File: src/assert_macros.svh
// assertion macros used by the top level rtl of the unicode stream decoder
// no dependencies; SYNTH selects the empty forms for synthesis
`ifndef ASSERT_MACROS_SVH
`define ASSERT_MACROS_SVH

`ifndef SYNTH

// same-cycle implication
`define UDEC_ASSERT_IMPL(label, clk, rst_n, ante, cons) \
    label: assert property (@(posedge clk) disable iff (!rst_n) (ante) |-> (cons)) \
        else $error("udec assertion failed");

// next-cycle implication
`define UDEC_ASSERT_NEXT(label, clk, rst_n, ante, cons) \
    label: assert property (@(posedge clk) disable iff (!rst_n) (ante) |=> (cons)) \
        else $error("udec assertion failed");

`else

`define UDEC_ASSERT_IMPL(label, clk, rst_n, ante, cons)
`define UDEC_ASSERT_NEXT(label, clk, rst_n, ante, cons)

`endif

`endif

File: src/udec_pkg.sv
// types, codes and constants of the unicode stream decoder
// no dependencies; used by every other rtl file but assert_macros.svh
`default_nettype none

package udec_pkg;

    localparam int MODE_W             = 3;
    localparam int BYTE_W             = 8;
    localparam int CP_W               = 21;
    localparam int ERR_W              = 3;
    localparam int POS_OUT_W          = 24;
    localparam int ACC_W              = 32;
    localparam int CNT_W              = 3;
    localparam int HS_W               = 10;
    localparam int POSITION_WIDTH_DEF = 24;

    typedef enum logic [MODE_W-1:0] {
        MODE_UTF8     = 3'd0,
        MODE_UTF16_BE = 3'd1,
        MODE_UTF16_LE = 3'd2,
        MODE_UTF32_BE = 3'd3,
        MODE_UTF32_LE = 3'd4
    } udec_mode_t;

    typedef enum logic [ERR_W-1:0] {
        ERR_NONE          = 3'd0,
        ERR_BAD_LEAD      = 3'd1,
        ERR_BAD_FOLLOW    = 3'd2,
        ERR_PREMATURE_END = 3'd3,
        ERR_BAD_HIGH_SUR  = 3'd4,
        ERR_BAD_LOW_SUR   = 3'd5,
        ERR_INVALID_CP    = 3'd6
    } udec_err_t;

    localparam logic REQ_DATA = 1'b0;
    localparam logic REQ_END  = 1'b1;

    // surrogate ranges of a utf-16 unit
    localparam logic [15:0] UNIT_SUR_MIN = 16'hD800;
    localparam logic [15:0] UNIT_HI_MAX  = 16'hDBFF;
    localparam logic [15:0] UNIT_LO_MIN  = 16'hDC00;
    localparam logic [15:0] UNIT_SUR_MAX = 16'hDFFF;

    // scalar limits and line break characters
    localparam logic [ACC_W-1:0] CP_MAX     = 32'h0010FFFF;
    localparam logic [ACC_W-1:0] CP_SUR_MIN = 32'h0000D800;
    localparam logic [ACC_W-1:0] CP_SUR_MAX = 32'h0000DFFF;
    localparam logic [CP_W-1:0]  SUPP_BASE  = 21'h10000;
    localparam logic [ACC_W-1:0] CH_LF      = 32'h0000000A;
    localparam logic [ACC_W-1:0] CH_VT      = 32'h0000000B;
    localparam logic [ACC_W-1:0] CH_FF      = 32'h0000000C;
    localparam logic [ACC_W-1:0] CH_CR      = 32'h0000000D;
    localparam logic [ACC_W-1:0] CH_NEL     = 32'h00000085;
    localparam logic [ACC_W-1:0] CH_LS      = 32'h00002028;
    localparam logic [ACC_W-1:0] CH_PS      = 32'h00002029;

    typedef struct packed {
        logic              req_type;
        logic [BYTE_W-1:0] data_byte;
    } udec_item_t;

    // partial sequence state; seen == 0 means idle
    typedef struct packed {
        logic [ACC_W-1:0] acc;
        logic [CNT_W-1:0] seen;
        logic [CNT_W-1:0] needed;
        logic [HS_W-1:0]  hs;
    } udec_seq_t;

    // outcome of one request, handed from the step logic to the top level
    typedef struct packed {
        logic            valid;
        logic [CP_W-1:0] code_point;
        udec_err_t       error_code;
        logic            stream_end;
        logic            advance;
        logic            line_brk;
        logic            cr_write;
        logic            cr_value;
    } udec_res_t;

endpackage

`default_nettype wire

File: src/udec_if.sv
// request and result channel interfaces of the unicode stream decoder
// depends on udec_pkg for field widths
`default_nettype none

interface udec_req_if;
    logic                       valid;
    logic                       ready;
    logic                       req_type;
    logic [udec_pkg::BYTE_W-1:0] data_byte;

    modport source (output valid, output req_type, output data_byte, input ready);
    modport sink (input valid, input req_type, input data_byte, output ready);
endinterface

interface udec_res_if;
    logic                          valid;
    logic                          ready;
    logic [udec_pkg::CP_W-1:0]     code_point;
    logic [udec_pkg::ERR_W-1:0]    error_code;
    logic [udec_pkg::POS_OUT_W-1:0] line_number;
    logic [udec_pkg::POS_OUT_W-1:0] column_number;
    logic                          stream_end;

    modport source (
        output valid, output code_point, output error_code,
        output line_number, output column_number, output stream_end,
        input ready
    );
    modport sink (
        input valid, input code_point, input error_code,
        input line_number, input column_number, input stream_end,
        output ready
    );
endinterface

`default_nettype wire

File: src/udec_in_reg.sv
// input register stage: holds one request until the decode stage takes it
// depends on udec_pkg
`default_nettype none

module udec_in_reg (
    input  logic                 clk,
    input  logic                 rst_n,
    input  logic                 in_valid,
    input  udec_pkg::udec_item_t in_item,
    output logic                 in_ready,
    input  logic                 take,
    output logic                 out_valid,
    output udec_pkg::udec_item_t out_item
);

    logic                 valid_reg;
    udec_pkg::udec_item_t item_reg;

    // refill in the same cycle the held request moves on
    assign in_ready  = !valid_reg || take;
    assign out_valid = valid_reg;
    assign out_item  = item_reg;

    always_ff @(posedge clk or negedge rst_n)
    begin
        if (!rst_n)
        begin
            valid_reg <= 1'b0;
        end
        else if (in_valid && in_ready)
        begin
            valid_reg <= 1'b1;
        end
        else if (take)
        begin
            valid_reg <= 1'b0;
        end
    end

    always_ff @(posedge clk)
    begin
        if (in_valid && in_ready)
        begin
            item_reg <= in_item;
        end
    end

endmodule

`default_nettype wire

File: src/udec_step.sv
// decode logic for one request: next sequence state and the result, if any
// depends on udec_pkg
`default_nettype none

module udec_step (
    input  udec_pkg::udec_item_t              item,
    input  logic [udec_pkg::MODE_W-1:0]       mode,
    input  udec_pkg::udec_seq_t               seq,
    input  logic                              prev_cr,
    output udec_pkg::udec_seq_t               seq_next,
    output udec_pkg::udec_res_t               res
);

    logic [udec_pkg::BYTE_W-1:0] b;
    logic [15:0]                 unit;
    logic                        big;
    logic [udec_pkg::ACC_W-1:0]  u8_word;
    logic [udec_pkg::ACC_W-1:0]  u32_base;
    logic [udec_pkg::ACC_W-1:0]  u32_word;
    logic [udec_pkg::ACC_W-1:0]  emit_cp;
    logic [udec_pkg::CNT_W-1:0]  u8_rem;
    logic [4:0]                  u8_shift;
    logic [4:0]                  le_shift;
    logic                        do_emit;
    logic                        do_fail;
    udec_pkg::udec_err_t         fail_code;
    udec_pkg::udec_seq_t         seq_step;
    logic                        bad_cp;
    logic                        brk;

    always_comb
    begin
        b         = item.data_byte;
        seq_step  = seq;
        unit      = '0;
        big       = 1'b0;
        u8_word   = '0;
        u32_base  = '0;
        u32_word  = '0;
        u8_rem    = '0;
        u8_shift  = '0;
        le_shift  = '0;
        emit_cp   = '0;
        do_emit   = 1'b0;
        do_fail   = 1'b0;
        fail_code = udec_pkg::ERR_NONE;

        case (udec_pkg::udec_mode_t'(mode))
            udec_pkg::MODE_UTF16_BE, udec_pkg::MODE_UTF16_LE:
            begin
                big = (udec_pkg::udec_mode_t'(mode) == udec_pkg::MODE_UTF16_BE);
                if (!seq.seen[0])
                begin
                    // first byte of a unit
                    seq_step.acc = big ? {16'b0, b, 8'b0} : {24'b0, b};
                    if (seq.seen == '0)
                    begin
                        seq_step.needed = 3'd2;
                    end
                    seq_step.seen = seq.seen + 3'd1;
                end
                else
                begin
                    unit = big ? (seq.acc[15:0] | {8'b0, b}) : (seq.acc[15:0] | {b, 8'b0});
                    seq_step.seen = seq.seen + 3'd1;
                    if (seq.seen == 3'd1)
                    begin
                        if (unit < udec_pkg::UNIT_SUR_MIN || unit > udec_pkg::UNIT_SUR_MAX)
                        begin
                            do_emit = 1'b1;
                            emit_cp = {16'b0, unit};
                        end
                        else if (unit > udec_pkg::UNIT_HI_MAX)
                        begin
                            do_fail   = 1'b1;
                            fail_code = udec_pkg::ERR_BAD_HIGH_SUR;
                        end
                        else
                        begin
                            seq_step.hs     = unit[9:0];
                            seq_step.needed = 3'd4;
                            seq_step.acc    = '0;
                        end
                    end
                    else if (unit < udec_pkg::UNIT_LO_MIN || unit > udec_pkg::UNIT_SUR_MAX)
                    begin
                        do_fail   = 1'b1;
                        fail_code = udec_pkg::ERR_BAD_LOW_SUR;
                    end
                    else
                    begin
                        // supplementary plane from the surrogate pair
                        do_emit = 1'b1;
                        emit_cp = {11'b0, udec_pkg::SUPP_BASE + {1'b0, seq.hs, unit[9:0]}};
                    end
                end
            end
            udec_pkg::MODE_UTF32_BE, udec_pkg::MODE_UTF32_LE:
            begin
                u32_base = (seq.seen == '0) ? '0 : seq.acc;
                if (seq.seen == '0)
                begin
                    seq_step.needed = 3'd4;
                end
                le_shift = {seq.seen[1:0], 3'b000};
                if (udec_pkg::udec_mode_t'(mode) == udec_pkg::MODE_UTF32_BE)
                begin
                    u32_word = {u32_base[23:0], b};
                end
                else
                begin
                    u32_word = u32_base | ({24'b0, b} << le_shift);
                end
                seq_step.acc  = u32_word;
                seq_step.seen = seq.seen + 3'd1;
                if (seq.seen >= 3'd3)
                begin
                    do_emit = 1'b1;
                    emit_cp = u32_word;
                end
            end
            default:
            begin
                // utf-8, also for the unused mode codes
                if (seq.seen == '0)
                begin
                    if (!b[7])
                    begin
                        do_emit = 1'b1;
                        emit_cp = {24'b0, b};
                    end
                    else if (b[7:5] == 3'b110)
                    begin
                        seq_step.acc    = {21'b0, b[4:0], 6'b0};
                        seq_step.needed = 3'd2;
                        seq_step.seen   = 3'd1;
                    end
                    else if (b[7:4] == 4'b1110)
                    begin
                        seq_step.acc    = {16'b0, b[3:0], 12'b0};
                        seq_step.needed = 3'd3;
                        seq_step.seen   = 3'd1;
                    end
                    else if (b[7:3] == 5'b11110)
                    begin
                        seq_step.acc    = {11'b0, b[2:0], 18'b0};
                        seq_step.needed = 3'd4;
                        seq_step.seen   = 3'd1;
                    end
                    else
                    begin
                        do_fail   = 1'b1;
                        fail_code = udec_pkg::ERR_BAD_LEAD;
                    end
                end
                else if (b[7:6] != 2'b10)
                begin
                    do_fail   = 1'b1;
                    fail_code = udec_pkg::ERR_BAD_FOLLOW;
                end
                else
                begin
                    u8_rem = seq.needed - seq.seen - 3'd1;
                    if ({1'b0, seq.needed} > ({1'b0, seq.seen} + 4'd1))
                    begin
                        case (u8_rem)
                            3'd1:    u8_shift = 5'd6;
                            3'd2:    u8_shift = 5'd12;
                            default: u8_shift = 5'd0;
                        endcase
                    end
                    u8_word       = seq.acc | ({26'b0, b[5:0]} << u8_shift);
                    seq_step.acc  = u8_word;
                    seq_step.seen = seq.seen + 3'd1;
                    if (({1'b0, seq.seen} + 4'd1) >= {1'b0, seq.needed})
                    begin
                        do_emit = 1'b1;
                        emit_cp = u8_word;
                    end
                end
            end
        endcase
    end

    assign bad_cp = (emit_cp > udec_pkg::CP_MAX) ||
                    (emit_cp >= udec_pkg::CP_SUR_MIN && emit_cp <= udec_pkg::CP_SUR_MAX);

    assign brk = (emit_cp == udec_pkg::CH_VT) || (emit_cp == udec_pkg::CH_FF) ||
                 (emit_cp == udec_pkg::CH_CR) || (emit_cp == udec_pkg::CH_NEL) ||
                 (emit_cp == udec_pkg::CH_LS) || (emit_cp == udec_pkg::CH_PS) ||
                 (emit_cp == udec_pkg::CH_LF && !prev_cr);

    always_comb
    begin
        seq_next = seq_step;
        res      = '0;

        if (item.req_type == udec_pkg::REQ_END)
        begin
            seq_next       = '0;
            res.valid      = 1'b1;
            res.error_code = (seq.seen != '0) ? udec_pkg::ERR_PREMATURE_END
                                              : udec_pkg::ERR_NONE;
            res.stream_end = 1'b1;
            res.cr_write   = 1'b1;
            res.cr_value   = 1'b0;
        end
        else if (do_fail)
        begin
            seq_next       = '0;
            res.valid      = 1'b1;
            res.error_code = fail_code;
        end
        else if (do_emit)
        begin
            seq_next  = '0;
            res.valid = 1'b1;
            if (bad_cp)
            begin
                res.error_code = udec_pkg::ERR_INVALID_CP;
            end
            else
            begin
                res.code_point = emit_cp[udec_pkg::CP_W-1:0];
                res.advance    = 1'b1;
                res.line_brk   = brk;
                res.cr_write   = 1'b1;
                res.cr_value   = (emit_cp == udec_pkg::CH_CR);
            end
        end
    end

endmodule

`default_nettype wire

File: src/utf_multi_format_decoder.sv
// top level of the unicode stream decoder: input stage, decode, position and result registers
// depends on udec_pkg, udec_if, udec_in_reg, udec_step and assert_macros.svh
`default_nettype none
`include "assert_macros.svh"

// Byte-serial Unicode decoder. One raw byte (or an end-of-stream marker) arrives per
// request and is decoded as UTF-8, UTF-16 BE/LE or UTF-32 BE/LE as selected by the
// encoding register (codes 5 to 7 decode as UTF-8). Every finished code point, every
// malformed sequence and every end marker produces exactly one result carrying the
// scalar value (zero on error or end), an error code and the line and column position
// after that character; bytes in the middle of a sequence produce no result.
// Throughput is one request per clock while results are taken: a request sits in the
// input register, the decode step is a single pass of combinational logic against the
// sequence state, and the result lands in the output register. The output register is
// freed in the cycle it is taken, so a stalled result only holds the pipe while the
// sink keeps ready low. Writing the encoding register drops any partial sequence and
// must only happen while the block is idle.
// Line and column counters are POSITION_WIDTH bits wide and wrap; the ports show
// their low 24 bits.
module utf_multi_format_decoder #(
    parameter int POSITION_WIDTH = udec_pkg::POSITION_WIDTH_DEF
) (
    input  logic                        clk,
    input  logic                        rst_n,
    udec_req_if.sink                    req,
    udec_res_if.source                  rsp,
    input  logic                        cfg_we,
    input  logic [udec_pkg::MODE_W-1:0] cfg_wdata
);

    // input stage
    logic                 item_valid;
    udec_pkg::udec_item_t item;
    logic                 take;

    // decode state
    logic [udec_pkg::MODE_W-1:0] mode_reg;
    udec_pkg::udec_seq_t         seq_reg;
    udec_pkg::udec_seq_t         seq_next;
    logic                        cr_reg;
    udec_pkg::udec_res_t         step_res;

    // position counters
    logic [POSITION_WIDTH-1:0] line_reg;
    logic [POSITION_WIDTH-1:0] col_reg;
    logic [POSITION_WIDTH-1:0] line_next;
    logic [POSITION_WIDTH-1:0] col_next;

    // result register
    logic                           res_valid_reg;
    logic [udec_pkg::CP_W-1:0]      cp_reg;
    udec_pkg::udec_err_t            err_reg;
    logic [udec_pkg::POS_OUT_W-1:0] line_out_reg;
    logic [udec_pkg::POS_OUT_W-1:0] col_out_reg;
    logic                           end_reg;
    logic                           out_free;

    // the decode stage moves whenever the result register can take its outcome
    assign out_free = !res_valid_reg || rsp.ready;
    assign take     = item_valid && out_free;

    udec_in_reg u_in_reg (
        .clk       (clk),
        .rst_n     (rst_n),
        .in_valid  (req.valid),
        .in_item   ({req.req_type, req.data_byte}),
        .in_ready  (req.ready),
        .take      (take),
        .out_valid (item_valid),
        .out_item  (item)
    );

    udec_step u_step (
        .item     (item),
        .mode     (mode_reg),
        .seq      (seq_reg),
        .prev_cr  (cr_reg),
        .seq_next (seq_next),
        .res      (step_res)
    );

    // a break starts a new line and puts itself at column 1; every other character steps the column
    always_comb
    begin
        line_next = line_reg;
        col_next  = col_reg;
        if (step_res.advance)
        begin
            if (step_res.line_brk)
            begin
                line_next = line_reg + POSITION_WIDTH'(1);
                col_next  = POSITION_WIDTH'(1);
            end
            else
            begin
                col_next = col_reg + POSITION_WIDTH'(1);
            end
        end
    end

    // sequence state and encoding register; a config write restarts the sequence
    always_ff @(posedge clk or negedge rst_n)
    begin
        if (!rst_n)
        begin
            mode_reg <= udec_pkg::MODE_UTF8;
            seq_reg  <= '0;
        end
        else if (cfg_we)
        begin
            mode_reg <= cfg_wdata;
            seq_reg  <= '0;
        end
        else if (take)
        begin
            seq_reg <= seq_next;
        end
    end

    // positions and cr tracking only change on a good character or an end marker
    always_ff @(posedge clk or negedge rst_n)
    begin
        if (!rst_n)
        begin
            cr_reg   <= 1'b0;
            line_reg <= '0;
            col_reg  <= '0;
        end
        else if (take)
        begin
            if (step_res.cr_write)
            begin
                cr_reg <= step_res.cr_value;
            end
            line_reg <= line_next;
            col_reg  <= col_next;
        end
    end

    // result valid: loads on a decode with an outcome, clears once taken
    always_ff @(posedge clk or negedge rst_n)
    begin
        if (!rst_n)
        begin
            res_valid_reg <= 1'b0;
        end
        else if (take)
        begin
            res_valid_reg <= step_res.valid;
        end
        else if (rsp.ready)
        begin
            res_valid_reg <= 1'b0;
        end
    end

    // result payload, positions as they stand after this character
    always_ff @(posedge clk)
    begin
        if (take && step_res.valid)
        begin
            cp_reg       <= step_res.code_point;
            err_reg      <= step_res.error_code;
            line_out_reg <= udec_pkg::POS_OUT_W'(line_next);
            col_out_reg  <= udec_pkg::POS_OUT_W'(col_next);
            end_reg      <= step_res.stream_end;
        end
    end

    assign rsp.valid         = res_valid_reg;
    assign rsp.code_point    = cp_reg;
    assign rsp.error_code    = err_reg;
    assign rsp.line_number   = line_out_reg;
    assign rsp.column_number = col_out_reg;
    assign rsp.stream_end    = end_reg;

    // a sequence never holds more than four bytes
    `UDEC_ASSERT_IMPL(a_seen_bound, clk, rst_n, 1'b1, seq_reg.seen <= 3'd4)

    // an end marker always leaves the decoder idle with cr tracking cleared
    `UDEC_ASSERT_NEXT(a_end_idle, clk, rst_n, take && item.req_type == udec_pkg::REQ_END && !cfg_we, seq_reg.seen == '0 && !cr_reg)

    // an error never moves the position counters
    `UDEC_ASSERT_NEXT(a_err_pos_hold, clk, rst_n, take && step_res.valid && step_res.error_code != udec_pkg::ERR_NONE, line_reg == $past(line_reg) && col_reg == $past(col_reg))

endmodule

`default_nettype wire

File: src/flat_wrapper.sv
// flat-port wrapper written by rule: the top's interface ports become plain ports
module utf_multi_format_decoder_flat 
#(
    parameter int POSITION_WIDTH = udec_pkg::POSITION_WIDTH_DEF
)
  (clk, rst_n, cfg_we, cfg_wdata, req_valid, req_req_type, req_data_byte, req_ready, rsp_valid, rsp_code_point, rsp_error_code, rsp_line_number, rsp_column_number, rsp_stream_end, rsp_ready);
  udec_req_if req_i ();
  udec_res_if rsp_i ();
  input  logic clk;
  input  logic rst_n;
  input  logic cfg_we;
  input  logic [udec_pkg::MODE_W-1:0] cfg_wdata;
  input wire logic [$bits(req_i.valid)-1:0] req_valid;
  input wire logic [$bits(req_i.req_type)-1:0] req_req_type;
  input wire logic [$bits(req_i.data_byte)-1:0] req_data_byte;
  output wire logic [$bits(req_i.ready)-1:0] req_ready;
  output wire logic [$bits(rsp_i.valid)-1:0] rsp_valid;
  output wire logic [$bits(rsp_i.code_point)-1:0] rsp_code_point;
  output wire logic [$bits(rsp_i.error_code)-1:0] rsp_error_code;
  output wire logic [$bits(rsp_i.line_number)-1:0] rsp_line_number;
  output wire logic [$bits(rsp_i.column_number)-1:0] rsp_column_number;
  output wire logic [$bits(rsp_i.stream_end)-1:0] rsp_stream_end;
  input wire logic [$bits(rsp_i.ready)-1:0] rsp_ready;
  assign req_i.valid = req_valid;
  assign req_i.req_type = req_req_type;
  assign req_i.data_byte = req_data_byte;
  assign req_ready = req_i.ready;
  assign rsp_valid = rsp_i.valid;
  assign rsp_code_point = rsp_i.code_point;
  assign rsp_error_code = rsp_i.error_code;
  assign rsp_line_number = rsp_i.line_number;
  assign rsp_column_number = rsp_i.column_number;
  assign rsp_stream_end = rsp_i.stream_end;
  assign rsp_i.ready = rsp_ready;
  utf_multi_format_decoder #(.POSITION_WIDTH(POSITION_WIDTH)) u_core (.clk(clk), .rst_n(rst_n), .req(req_i), .rsp(rsp_i), .cfg_we(cfg_we), .cfg_wdata(cfg_wdata));
endmodule
File: config.mk
export PLATFORM = sky130hd
export DESIGN_NAME = utf_multi_format_decoder_flat
export DESIGN_NICKNAME = d
export VERILOG_FILES = /design/src/udec_pkg.sv /design/src/udec_if.sv /design/src/udec_in_reg.sv /design/src/udec_step.sv /design/src/utf_multi_format_decoder.sv /design/src/flat_wrapper.sv
export VERILOG_INCLUDE_DIRS = /design/src /design/src/src
export SDC_FILE = /design/constraint.sdc
export NUM_CORES = 1
export LEC_CHECK = 0
export BUFFER_PORTS_ARGS = -buffer_cell sky130_fd_sc_hd__clkbuf_2
export CORE_MARGIN = 1.5
export CORE_UTILIZATION = 50
export DETAILED_ROUTE_END_ITERATION = 10
export GPL_ROUTABILITY_DRIVEN = 0
export GPL_TIMING_DRIVEN = 0
export PLACE_DENSITY_LB_ADDON = 0.1
export SLEW_MARGIN = 20
export SYNTH_ARGS = -nofsm -noshare
export SYNTH_HDL_FRONTEND = slang
export SYNTH_SLANG_ARGS = --single-unit
File: constraint.sdc
create_clock -name clk -period 5.6 [get_ports clk]
set_input_delay 0.28 -clock clk [delete_from_list [all_inputs] [get_ports clk]]
set_output_delay 0.28 -clock clk [all_outputs]
set_load 0.005 [all_outputs]
; After elaboration in Yosys (flattened, before gate mapping)
; Cells that the tools add are included.
[op_classes]
shifts = 2
bitwise = 5
n_eq_ne = 27
n_reduce_logical = 40
mux = 99
order_cmp = 10
addsub = 7
[op_table]
columns = operator, count
row1 = $mux 32, 11
row2 = $mux 48, 5
row3 = $mux 38, 5
row4 = $eq 32x4->1 const B, 4
row5 = $mux 24, 4
row6 = $pmux 38 s2, 1
row7 = $mux 35, 2
row8 = $eq 32x14->1 const B, 2
row9 = $or 32x32->32, 2
row10 = $pmux 32 s2, 1
row11 = $add 24x1->24 const B, 2
row12 = $mux 16, 3
row13 = $mux 21, 2
row14 = $mux 13, 3
row15 = $mux 3, 11
row16 = $eq 32x8->1 const B, 1
row17 = $ge 32x16->1 const B, 1
row18 = $gt 16x16->1 const B, 2
row19 = $gt 32x21->1 const B, 1
row20 = $le 32x16->1 const B, 1
row21 = $lt 16x16->1 const B, 2
row22 = $shl 6x5->32, 1
row23 = $shl 8x5->32, 1
row24 = $mux 1, 31
row25 = other kinds (49), 91
[totals]
word_cells = 207
output_inout_bits = 75
ff_bits = 184
input_bits = 17

; Longest topological paths before layout
[logic_depth]
ltp_word = 27
depth_mapped = 20
depth_no_buf = 15

; Cells and area by module
; From an unflattened synthesis, not the netlist that was laid out.
[hier_totals]
cells_unflattened = 1389
area_unflattened_um2 = 11922.7
[modules_own_cells]
columns = module, cells_per_inst, instances, seq_area_each_um2, area_each_um2
row1 = utf_multi_format_decoder, 676, 1, 4719.5, 7511.0
row2 = udec_step, 700, 1, 0.0, 4087.7
row3 = udec_in_reg, 13, 1, 295.3, 324.1

; Worst setup path after synthesis
; Ideal clock, no wire load.
[synth_path]
path_kind = register -> register
startpoint = register u_core.seq_reg[14] (netlist name)
endpoint = register u_core.line_out_reg, in the netlist u_core.rsp.line_number[19], data pin
setup_time_ps = 259
period_less_slack_ps = 4740
path_buffers = 2
t_arrival_ps = 4481
setup_slack_ps = 860
path_stages_with_launch = 17
t_required_ps = 5341
path_cell_list = dfrtp_1 buf_1 clkinv_1 ha_1 ha_1 nor2b_1 o21ai_1 a311oi_2 or2_1 a221oi_1 o21a_1 o211ai_1 o41a_1 a21o_1 buf_6 or4_4 xnor2_2
[synth_between]
elab_chain_len = 27
word_cells_on_any_way = 64
cone_classes = add/sub (3) / order compare (6) / eq/ne (10) / shift (2) / mux (31) / bitwise (2) / reduce/logical (10)
[synth_rtl]
columns = item, line
row1 = from (decl), utf_multi_format_decoder.sv:38  ; udec_pkg::udec_seq_t seq_reg;
row2 = from (signal assigned), utf_multi_format_decoder.sv:116  ; seq_reg <= seq_next;
row3 = "parallel branches: the longest is 23 deep, another holds $sub 3x3->3", n/a
row4 = $mux 4 (*), udec_step.sv:208  ; else if (do_fail)
row5 = $mux 2 (*), udec_step.sv:198  ; if (item.req_type == udec_pkg::REQ_END)
row6 = $mux 24, utf_multi_format_decoder.sv:89  ; if (step_res.line_brk)
row7 = $mux 24 (*), utf_multi_format_decoder.sv:87  ; if (step_res.advance)
row8 = net u_core.line_next[19], utf_multi_format_decoder.sv:46  ; logic [POSITION_WIDTH-1:0] line_next;
row9 = to (signal assigned), utf_multi_format_decoder.sv:164  ; line_out_reg <= udec_pkg::POS_OUT_W'(line_next);
row10 = to (decl), utf_multi_format_decoder.sv:53  ; logic [udec_pkg::POS_OUT_W-1:0] line_out_reg;
; Mark *: on every way through the listed nets, which the timed path passes. The select of a mux whose other input is x is not followed.
; A chain may end at the register's enable or synchronous reset.

; Final worst setup path
[layout_path]
startpoint = register u_core.seq_reg[13] (netlist name)
endpoint = register u_core.line_out_reg, in the netlist u_core.rsp.line_number[18], data pin
; Same word-level chain as after synthesis.

==> results.md <==
Status:
- The flow ran to the end, but the final reports show violations.
- The final reports fail on design-rule violations.

Critical path:
- The critical register-to-register path startpoint is u_core.seq_reg[13].
- STA classifies the critical path startpoint as a flip-flop.
- Walking the worst path, the cells encountered are clkbuf_2, inv_1, ha_1, fa_1, xor3_1, a2111o_1, a311oi_2, or2_1, a221o_2, o221ai_2, o41ai_1, nand4b_1, a21oi_1, buf_2, nand4_1, xnor2_1.
- The endpoint type of the worst setup path is a flip-flop.
- Among all stages on the critical path, the largest delay is contributed by sky130_fd_sc_hd__o41ai_1.
- The stage delay of the slowest cell on the critical path is approximately 530 ps.
- The worst reg-to-reg path cell count is 16.
- For flop-to-flop paths, the worst setup slack is 110 ps.
- The worst setup path is of the flip-flop to flip-flop kind.
- At the worst endpoint, the required time is 5800 ps.
- For the worst setup path, the data arrival time is roughly 5700 ps.
- The destination of the worst register-to-register timing path is u_core.rsp.line_number[18].
- Of all nets on the critical path, the largest fanout is 10.

GRT:
- After global routing the overflow that remains totals 0.
- The via count of the first global-routing pass is 10010.
- In the global route stage, overall resource usage came out at 0.3180.
- The first-pass GRT wire length is roughly 57000 um.
- The number of antenna violations at the first check in global routing came to 0.
- The largest net degree at the start of global routing is 69.

Clocking:
- Counting along the longest clock path gives a buffer depth of 2.
- The post-CTS setup buffer count is 0.
- TritonCTS built the clock tree.
- The CTS root buffer is sky130_fd_sc_hd__clkbuf_16.
- The CTS clock-pin slew for the worst setup and hold paths is 80 ps.
- TritonCTS created 17 clock buffers.
- The H-tree generated during clock tree synthesis spans 4 levels.
- The tree built by TritonCTS fans out to 184 sinks.
- For the worst-skew pair, the clock arrives at the later sink with an insertion delay of approximately 450 ps.

Power and ir drop:
- After layout, the design draws a total of between 3000 and 4000 uW.
- The peak supply drop is 0.2065 mV.
- The analysis attributes to cell leakage a power of 0.005001 uW.
- Dividing total power by cell area gives a power density of around 290 nW/um^2.

STA:
- The relative slew slack is 0.4115.
- Setup violations remaining at the end of the flow were counted as 0.
- The final cycle utilization of the critical path is 0.9795.
- The number of hold-slack violations in the final timing report is 0.
- The slew at the pin closest to its max-slew limit is 876.8 ps.
- Between clock sinks in the finished design, the worst skew comes to 15.02 ps.
- The maximum clock rate is between 150 and 200 MHz.
- The setup TNS is 0 ps.
- Setup repair after global routing left no endpoint under its margin.
- The worst-case hold slack is 14.50 ps.
- For the finished layout, the period the worst path requires is 5485 ps.
- The total count of max-transition violations in the final report is 0.

Hold path:
- The startpoint of the lowest-slack hold path is req_data_byte[4].
- The worst hold path stage count is 1.
- The class of the tightest hold or removal check is input pin to flip-flop.
- For hold timing, the worst endpoint is u_core.u_in_reg.out_item[4].

Floorplan:
- The floorplan has 54 rows.
- The x dimension of the die is 153.0 um.
- The core outline area is 21960 um^2.
- For this design the top-level I/O count stands at 92.
- Measured along the y axis, the die boundary spans 153.0 um.
- The initial standard-cell utilization of the core is 0.5120.
- The die covers 23400 um^2.

Synth:
- The Yosys step of the flow raised 0 warnings.
- The number of synthesized flops with an enable pin is 82.
- The largest area contributor in the synthesized netlist is sky130_fd_sc_hd__dfrtp_1.
- In the synthesized netlist the async set-or-reset flop fraction comes to 0.5543.
- The share of synthesized area in the top cell type comes to 0.2270.
- Counting every net in the synthesized netlist gives 1249.
- The average footprint of a synthesized cell is 9.216 um^2.
- The sequential cell area fraction in the yosys report is 0.4460.
- The commonest cells after synthesis are 120 x sky130_fd_sc_hd__nor2_1, 104 x sky130_fd_sc_hd__nand2_1, 102 x sky130_fd_sc_hd__dfrtp_1.
- In the post-synthesis netlist, the biggest area contributors are sky130_fd_sc_hd__dfrtp_1 23%, sky130_fd_sc_hd__edfxtp_1 22%, sky130_fd_sc_hd__xnor2_1 6.4%.
- In the synthesized netlist the dominant register cell turns out to be sky130_fd_sc_hd__dfrtp_1.
- In this run the cell area of the synthesized design comes to 11240 um^2.
- The number of different library cells used by synthesis comes to 83.
- The post-synthesis cell count is 1220.
- The leading cell type by number of instances after synthesis is sky130_fd_sc_hd__nor2_1.
- The synthesized design contains roughly 180 register bits.

Detailed routing:
- The first-pass iteration count of the detailed router is 11.
- In the routed layout, each cell is associated on average with a via count of 6.660.
- In this run, the number of DRC markers left after iteration 0 of detailed routing was 1784.
- Dividing the detail-routed wire length by the instance count gives about 23 um.
- The post-route antenna net violation count is 0.
- After detailed routing, the number of remaining DRC violations is 8.
- The final route contains approximately 11000 vias.
- Summed over all layers, the routed wires come to 37050 um.

Finish:
- The flip-flop count of the largest register after layout is 48.
- The area growth from synthesis to final layout is 14.07%.
- The share of post-route cells with drive strength above 1 is 0.1466.
- The filler cell count is 1932.
- 0 antenna diodes ended up in the layout.
- The total number of nets in the final design is 1360.

Place:
- The final HPWL from detailed placement is 26660 um.
- Input and output buffers added on the ports amount to 90.

Run:
- The number of maximum-capacitance violations is 0.
-- worst max-delay path: cells and delay by family (launching register included) --
| family | cells | cell delay (ps) |
|---|---|---|
| buf+inv | 3 | 800 |
| xor+xnor | 2 | 520 |
| flops | 1 | 500 |
| compound gates | 6 | 2160 |
| simple gates | 3 | 620 |
| fa+ha+maj | 2 | 640 |
-- worst max path at each step --
| stage | start | to | slack [ps] |
|---|---|---|---|
| finish | u_core.seq_reg[13] | u_core.rsp.line_number[18] | 110 |
| global route | u_core.seq_reg[13] | u_core.col_reg[16] | 20 |
| CTS | u_core.seq_reg[14] | u_core.col_reg[17] | 3 |
| detailed placement | u_core.seq_reg[14] | u_core.rsp.code_point[9] | -720 |
| global placement | u_core.seq_reg[14] | u_core.rsp.line_number[13] | -700 |
| floorplan | u_core.seq_reg[14] | u_core.rsp.line_number[19] | 860 |
-- per-stage QoR --
step | instance area [um^2] | util | worst slack (ps) | cells
floorplan | 11240 | - | 860.0 | 1220
detailed placement | 12110 | 0.5515 | -719.8 | 1592
CTS | 12750 | 0.5807 | 3.137 | 1625
global placement | 12040 | 0.5485 | -697.9 | 1590
finish | 12820 | 0.5840 | 114.7 | 1624
global route | 12820 | 0.5840 | 22.99 | 1624
-- cells by family (layout without fill, tap and decap cells) --
logic type      after synthesis  after routing  share of synthesized area
compound gates              325            325                     0.1992
xor+xnor                     95             95                    0.07734
fa+ha+maj                    12             12                    0.01402
buf+inv                     118            242                    0.04384
flops                       184            184                     0.4460
mux                           7              7                   0.006677
simple gates                479            479                     0.2129
-- placed cells by master, fill, tap and decap left out, types with 12 or more instances in the layout --
cell,instances
sky130_fd_sc_hd__o22ai_1,16
sky130_fd_sc_hd__xnor2_1,82
sky130_fd_sc_hd__inv_1,17
sky130_fd_sc_hd__a21oi_1,68
sky130_fd_sc_hd__nand2_1,104
sky130_fd_sc_hd__clkbuf_16,17
sky130_fd_sc_hd__a22o_1,16
sky130_fd_sc_hd__buf_2,16
sky130_fd_sc_hd__edfxtp_1,82
sky130_fd_sc_hd__a22oi_1,26
sky130_fd_sc_hd__nor4_1,22
sky130_fd_sc_hd__o21ai_0,63
sky130_fd_sc_hd__dfrtp_1,101
sky130_fd_sc_hd__nor2_1,118
sky130_fd_sc_hd__and2_1,17
sky130_fd_sc_hd__nand2b_1,18
sky130_fd_sc_hd__clkbuf_2,94
sky130_fd_sc_hd__nand4_1,32
sky130_fd_sc_hd__nor2b_1,12
sky130_fd_sc_hd__clkbuf_1,61
sky130_fd_sc_hd__nand3_1,53
sky130_fd_sc_hd__a221oi_1,17
sky130_fd_sc_hd__a21o_1,12
sky130_fd_sc_hd__and3_1,23
sky130_fd_sc_hd__nor3_1,36
sky130_fd_sc_hd__o31ai_1,17
-- timing repair --
| action | 4_1_cts | 5_1_grt |
|---|---|---|
| endpoints found under the hold margin | 34 | 0 |
| endpoints found under the setup margin | 159 | 148 |
| pin swaps | 0 | 1 |
| hold buffers | 1 | 0 |
| resized for setup | 7 | 24 |
-- report_power, final --
group	internal [uW]	leakage [uW]	switching (uW)
Sequential	1540	0.00221	81.0
Clock	646	0.000298	611
Combinational	261	0.00249	623
-- final cells by class --
| cell class | instances | area, um^2 | area share |
|---|---|---|---|
| inverter | 19 | 76.32 | 0.005951 |
| sequential | 184 | 5016 | 0.3911 |
| clock buffer | 18 | 429.2 | 0.03346 |
| multi-input combinational | 918 | 5814 | 0.4534 |
| timing repair buffer | 93 | 524.3 | 0.04088 |
| buffer | 98 | 435.4 | 0.03395 |
| tap | 280 | 350.3 | 0.02732 |
| clock inverter | 14 | 178.9 | 0.01395 |
-- metal layers --
layer / vias to the layer above / share of wire / track usage
met2: 782 / 0.40 / 0.4444
li1: 4737 / - / -
met5: - / 0 / 0
met4: 0 / 0.045 / 0.1284
met1: 5130 / 0.43 / 0.4612
met3: 167 / 0.13 / 0.09243
Power figures use the tool's default switching activity.
